[src/hdl/bnt_pkg.sv]
// shared types and constants for the neighbor table
`timescale 1ns / 1ps
`default_nettype none

package bnt_pkg;

    localparam int CFG_INDEX_BITS = 2;
    localparam int CFG_DATA_BITS  = 16;

    typedef enum logic [CFG_INDEX_BITS-1:0] {
        REG_ETX_PENALTY   = 2'd0,
        REG_RATE_FACTOR   = 2'd1,
        REG_TIMEOUT_TICKS = 2'd2
    } cfg_index_t;

    localparam logic       KIND_BEACON       = 1'b0;
    localparam logic       KIND_TICK         = 1'b1;
    localparam logic [7:0]  ETX_RESET         = 8'd1;
    localparam logic [7:0]  RATE_RESET        = 8'd1;
    localparam logic [15:0] TIMEOUT_RESET     = 16'd1280;

    typedef struct packed {
        logic        kind;
        logic [15:0] sender_addr;
        logic [7:0]  sender_queue;
        logic [7:0]  local_queue;
    } item_t;

    typedef struct packed {
        logic        hop_found;
        logic [15:0] hop_addr;
        logic [15:0] hop_weight;
        logic        table_full;
    } result_t;

    // item and settings broadcast to every cell while a beat is in flight
    typedef struct packed {
        logic        kind;
        logic        any_match;
        logic [7:0]  sender_queue;
        logic [7:0]  local_queue;
        logic [7:0]  etx;
        logic [7:0]  rate;
        logic [15:0] timeout;
    } cmd_t;

    // wavefront passed from cell to cell
    typedef struct packed {
        logic        active;
        logic        ins;
        logic        found;
        logic [15:0] weight;
    } wave_t;

endpackage

`default_nettype wire

[src/hdl/bnt_cell.sv]
// one neighbor table entry with its slice of the best hop search
`timescale 1ns / 1ps
`default_nettype none

module bnt_cell #(
    parameter int ADDR_BITS = 16
) (
    input  wire                   clk,
    input  wire                   rst_n,
    input  bnt_pkg::cmd_t         cmd,
    input  wire [ADDR_BITS-1:0]   cmd_addr,
    input  wire [ADDR_BITS-1:0]   probe_addr,
    output logic                  hit,
    input  bnt_pkg::wave_t        wave_in,
    input  wire [ADDR_BITS-1:0]   wave_addr_in,
    output bnt_pkg::wave_t        wave_out,
    output logic [ADDR_BITS-1:0]  wave_addr_out
);
    import bnt_pkg::*;

    logic                 valid_reg;
    logic                 valid_next;
    logic [ADDR_BITS-1:0] addr_reg;
    logic [ADDR_BITS-1:0] addr_next;
    logic [7:0]           queue_reg;
    logic [7:0]           queue_next;
    logic [15:0]          timer_reg;
    logic [15:0]          timer_next;
    logic                 ins_next;
    logic [9:0]           diff;
    logic                 diff_pos;
    logic [15:0]          weight;
    logic                 better;
    wave_t                wave_reg;
    wave_t                wave_next;
    logic [ADDR_BITS-1:0] wave_addr_reg;
    logic [ADDR_BITS-1:0] wave_addr_next;

    assign hit = valid_reg && (addr_reg == probe_addr);

    always_comb
    begin
        valid_next = valid_reg;
        addr_next  = addr_reg;
        queue_next = queue_reg;
        timer_next = timer_reg;
        ins_next   = wave_in.ins;
        if (wave_in.active)
        begin
            if (cmd.kind == KIND_TICK)
            begin
                if (valid_reg)
                begin
                    if (timer_reg <= 16'd1)
                    begin
                        valid_next = 1'b0;
                        timer_next = 16'd0;
                    end
                    else
                    begin
                        timer_next = timer_reg - 16'd1;
                    end
                end
            end
            else if (cmd.any_match)
            begin
                if (valid_reg && (addr_reg == cmd_addr))
                begin
                    queue_next = cmd.sender_queue;
                    timer_next = cmd.timeout;
                end
            end
            else if (wave_in.ins && !valid_reg)
            begin
                // lowest free entry takes the new neighbor and ends the token
                valid_next = 1'b1;
                addr_next  = cmd_addr;
                queue_next = cmd.sender_queue;
                timer_next = cmd.timeout;
                ins_next   = 1'b0;
            end
        end
    end

    // weight from the entry as it stands after this beat's update
    always_comb
    begin
        diff     = {2'b00, cmd.local_queue} - {2'b00, queue_next} - {2'b00, cmd.etx};
        diff_pos = !diff[9] && (diff != 10'd0);
        weight   = diff[7:0] * cmd.rate;
        better   = valid_next && diff_pos && (weight > wave_in.weight);

        wave_next.active = wave_in.active;
        wave_next.ins    = ins_next;
        wave_next.found  = wave_in.found || better;
        wave_next.weight = better ? weight : wave_in.weight;
        wave_addr_next   = better ? addr_next : wave_addr_in;
    end

    always_ff @(posedge clk or negedge rst_n)
    begin
        if (!rst_n)
        begin
            valid_reg <= 1'b0;
            wave_reg  <= '0;
        end
        else
        begin
            valid_reg <= valid_next;
            wave_reg  <= wave_next;
        end
    end

    always_ff @(posedge clk)
    begin
        addr_reg      <= addr_next;
        queue_reg     <= queue_next;
        timer_reg     <= timer_next;
        wave_addr_reg <= wave_addr_next;
    end

    assign wave_out      = wave_reg;
    assign wave_addr_out = wave_addr_reg;

endmodule

`default_nettype wire

[config.mk]
export PLATFORM = sky130hd
export DESIGN_NAME = bnt_cell
export DESIGN_NICKNAME = d
export VERILOG_FILES = /design/src/hdl/bnt_pkg.sv /design/src/hdl/bnt_cell.sv
export SDC_FILE = /design/constraint.sdc
export NUM_CORES = 1
export LEC_CHECK = 0
export BUFFER_PORTS_ARGS = -buffer_cell sky130_fd_sc_hd__buf_2
export CORE_ASPECT_RATIO = 1.2
export CORE_MARGIN = 2
export CORE_UTILIZATION = 50
export CTS_CLUSTER_DIAMETER = 80
export CTS_CLUSTER_SIZE = 14
export DETAILED_ROUTE_END_ITERATION = 6
export PLACE_DENSITY = 0.8
export SLEW_MARGIN = 30
export SYNTH_ARGS = -nofsm -noshare
export SYNTH_HDL_FRONTEND = slang
export SYNTH_SLANG_ARGS = --single-unit
[constraint.sdc]
create_clock -name clk -period 9.66 [get_ports clk]
set_input_delay 1.932 -clock clk [delete_from_list [all_inputs] [get_ports clk]]
set_output_delay 1.932 -clock clk [all_outputs]
set_load 0.1 [all_outputs]
==> tab_implementation.tex <==
\begin{tabular}{lr}
\hline
Metric & Value \\
\hline
\multicolumn{2}{l}{\textbf{Finish}} \\
Antenna cell count & 0 \\
Filler Cells Inserted & 1014 \\
Area of all placed cells without fillers & 0.00899 mm\^{}2 \\
Net total in the final layout & 1138 \\
Number of flip-flops under the largest register name & 19 \\
Fraction of layout instances using a drive strength above 1 & 39.8\% \\
Non-filler instance count after layout & 1084 \\
Growth of design area from synthesis to finish & 36.0\% \\
Commonest non-fill, non-tap cell in the layout & sky130\_fd\_sc\_hd\_\_buf\_2 \\
Commonest non-fill, non-tap cells in the layout & sky130\_fd\_sc\_hd\_\_buf\_2, sky130\_fd\_sc\_hd\_\_inv\_1, sky130\_fd\_sc\_hd\_\_buf\_4, sky130\_fd\_sc\_hd\_\_ha\_1, sky130\_fd\_sc\_hd\_\_mux2\_2 \\
\multicolumn{2}{l}{\textbf{Global routing}} \\
Number of antenna violations at the first check in global routing & 0 \\
GRT met1 Usage & 25.3\% \\
Met2 Track Usage GR & 41.1\% \\
Most Crowded Layer GR & met2 \\
GR Overflow Total & 0 \\
Vias in the first global route & 5467 \\
Maximum number of pins on one net before global-route repair & 34 \\
Total Routing Usage GR & 22.1\% \\
Wire length of the first global-routing pass & 24700 um \\
Global routing met3 resource utilization & 3.85\% \\
\multicolumn{2}{l}{\textbf{Clock network}} \\
CTS Hold Bufs & 0 \\
Clock insertion delay at the later pin of the skew report & 0.33 ns \\
Number of buffers inserted during clock tree synthesis & 9 \\
TritonCTS clock tree & done \\
H-tree levels & 3 \\
Clock-pin slew of the registers on the worst-case setup and hold paths & 0.06 ns \\
Max Buffers Root-to-Sink & 2 \\
Root buffer cell & sky130\_fd\_sc\_hd\_\_clkbuf\_16 \\
Clock sink count & 76 \\
\multicolumn{2}{l}{\textbf{Synthesis}} \\
Synth Flop Type & sky130\_fd\_sc\_hd\_\_dfxtp\_1 \\
Gate count of the mapped netlist & 669 \\
Share of the yosys chip area belonging to registers & 27.1\% \\
Largest area contributor in the netlist & sky130\_fd\_sc\_hd\_\_ha\_1 \\
Count of synthesis-stage warnings from yosys & 0 \\
EDFF count, synth & 17 \\
Mean post-synth cell area & 9.88 um\^{}2 \\
Proportion of netlist area held by the largest area contributor & 13.3\% \\
Flip-flop and latch count after synthesis & 76 \\
Syn Std Cell Area & 0.00661 mm\^{}2 \\
Dominant cells by area after synthesis & sky130\_fd\_sc\_hd\_\_ha\_1, sky130\_fd\_sc\_hd\_\_dfxtp\_1, sky130\_fd\_sc\_hd\_\_fa\_1, sky130\_fd\_sc\_hd\_\_mux2\_2, sky130\_fd\_sc\_hd\_\_edfxtp\_1 \\
Async SR Flop Fraction & 26.3\% \\
Net Count, Synth & 896 \\
Count of distinct cell types in the synthesized netlist & 46 \\
\multicolumn{2}{l}{\textbf{Critical path}} \\
Slowest CP cell & sky130\_fd\_sc\_hd\_\_or4\_4 \\
Arrival time of the worst setup path & 10.90 ns \\
Worst Path Required & 9.88 ns \\
Largest stage delay on the critical path & 0.57 ns \\
CP top delay family & adder cells \\
Origin of the critical flop-to-flop path & addr\_reg[14] \\
Critical Path Start & cmd\_addr[2] \\
Worst Setup Start Kind & input port \\
Critical path buffers and inverters & 6 \\
Critical Path Sink Type & flip-flop \\
CP max FO & 8 \\
Classification of the worst setup path & in -> reg \\
\multicolumn{2}{l}{\textbf{Timing}} \\
Final period utilization & 111\% \\
Setup WS post-layout & -1.02 ns \\
Final Critical Period & 10.68 ns \\
RSZ-0062 raised after global routing & true \\
Slew of the pin with the lowest slew margin & 0.848 ns \\
FMAX & 93.6 MHz \\
Fin Clk Skew & 0.00668 ns \\
Final max-slew violation count & 0 \\
Setup Viol. Count Final & 33 \\
Worst relative slew slack & 43.3\% \\
Final Hold Vio Count & 0 \\
\multicolumn{2}{l}{\textbf{Floorplan}} \\
Number of primary I/O pins & 155 \\
Floorplan row count & 46 \\
Die width & 109 um \\
Initial core utilization & 50.6\% \\
Area of the die & 0.0142 mm\^{}2 \\
Die H & 130 um \\
Area of the core & 0.0131 mm\^{}2 \\
\multicolumn{2}{l}{\textbf{Route}} \\
Routed length per placed instance & 15.7 um \\
Final Routed Wirelength & 17100 um \\
Initial DRC Count & 235 \\
Drt pass-1 iters & 4 \\
DRC violation count after routing & 0 \\
Vias per std cell & 5.22 \\
Number of vias in the routed layout & 5658 \\
Residual antenna-violating net count after detailed routing & 0 \\
\multicolumn{2}{l}{\textbf{Place}} \\
Worst slack at placement & -1.62 ns \\
Number of placed cells counting well taps & 1054 \\
HPWL after detailed placement & 12900 um \\
Final weighted congestion in routability-driven placement & 0.837 \\
Buffers on Ports & 154 \\
Placement-stage cell area & 0.00820 mm\^{}2 \\
\multicolumn{2}{l}{\textbf{Min path}} \\
Worst Hold Launch & queue\_reg[4] \\
Worst min path class & reg -> reg \\
\multicolumn{2}{l}{\textbf{Run status}} \\
Violated checks & negative setup slack \\
Run status & complete, but fails checks \\
\multicolumn{2}{l}{\textbf{Run}} \\
Maximum capacitance violations & 0 \\
\hline
\end{tabular}
## synthesized netlist by cell type, types with 8 or more instances
library cell	instances
sky130_fd_sc_hd__inv_1	88
sky130_fd_sc_hd__ha_1	70
sky130_fd_sc_hd__mux2_2	56
sky130_fd_sc_hd__and2_1	50
sky130_fd_sc_hd__xnor2_1	42
sky130_fd_sc_hd__dfxtp_1	39
sky130_fd_sc_hd__fa_1	38
sky130_fd_sc_hd__a21oi_1	27
sky130_fd_sc_hd__nor2_1	23
sky130_fd_sc_hd__xor2_1	23
sky130_fd_sc_hd__o21ai_0	22
sky130_fd_sc_hd__nand2_1	21
sky130_fd_sc_hd__dfrtp_1	20
sky130_fd_sc_hd__edfxtp_1	17
sky130_fd_sc_hd__nand3_1	14
sky130_fd_sc_hd__a21o_1	12
sky130_fd_sc_hd__nand2b_1	12
sky130_fd_sc_hd__nand4_1	11
sky130_fd_sc_hd__mux2i_1	9
sky130_fd_sc_hd__nor2b_1	8
sky130_fd_sc_hd__nor3_1	8
sky130_fd_sc_hd__nor4_1	8
## logic make-up after synthesis
kind of cell | count (synthesis) | share of synthesized area (%)
adders and majority gates | 108 | 24.8
AOI/OAI and AO/OA | 91 | 8.76
and+or+nand+nor | 166 | 13.8
muxes | 66 | 11.1
DFF | 76 | 27.1
xor gates and xnor gates | 65 | 8.61
buffers and inverters | 97 | 5.85
## path summary, 6_finish.rpt
kind	to	slack, ns	cells past startpoint
max in group asynchronous	wave_out[2]	7.78	1
setup / recovery	wave_out[3]	-1.02	41
hold / removal	queue_reg[4]	0.49	1
min in group asynchronous	wave_out[13]	1.55	1
hold reg to reg	queue_reg[4]	0.49	1
setup reg to reg	wave_out[3]	0.23	40
## repair_timing
| item | CTS | global route |
|---|---|---|
| gates resized for setup | 11 | 45 |
| setup buffers | 1 | 9 |
| pin swaps | 2 | 23 |
| gates cloned | 0 | 4 |
| endpoints found under the setup margin | 33 | 33 |
## metrics by stage
stage	TNS [ns]	utilization (%)	hold WS (ns)
final	-32.50	68.8	0.493
after global routing	-45.61	68.8	0.515
after CTS	-32.97	65.8	0.484
after detailed placement	-52.46	62.8	0.474
after global placement	-48.31	62.8	0.463
after floorplan	-29.57	-	0.453
## worst register-to-register path, delay by kind of cell (launching register included)
kind / cells / cell delay (ns)
compound gates: 13 / 2.41
simple gates: 9 / 1.84
fa+ha+maj: 8 / 2.97
mux: 2 / 0.57
xor+xnor: 3 / 0.50
buf+inv: 5 / 0.58
flops: 1 / 0.46
## layer usage
metal  vias to the layer above  wire length (um)
met2                       144              9060
met3                        21               849
met4                         0               332
met1                      2732              6810
met5                         -                 0
li1                       2761                 -
## final cells by class
cell class | count | area, um^2 | share of cell area [%]
flip-flops and latches | 76 | 1790 | 19.9
repair buffers | 240 | 1550 | 17.3
inverters | 88 | 330 | 3.67
clock buffers | 13 | 304 | 3.38
multi-input cells | 496 | 4750 | 52.9
clock inverters | 3 | 47.5 | 0.529
well taps | 168 | 210 | 2.34
Power is left out: the tool's default activity adds up to more than one toggle a clock period on the data nets, which glitch-free logic cannot reach.
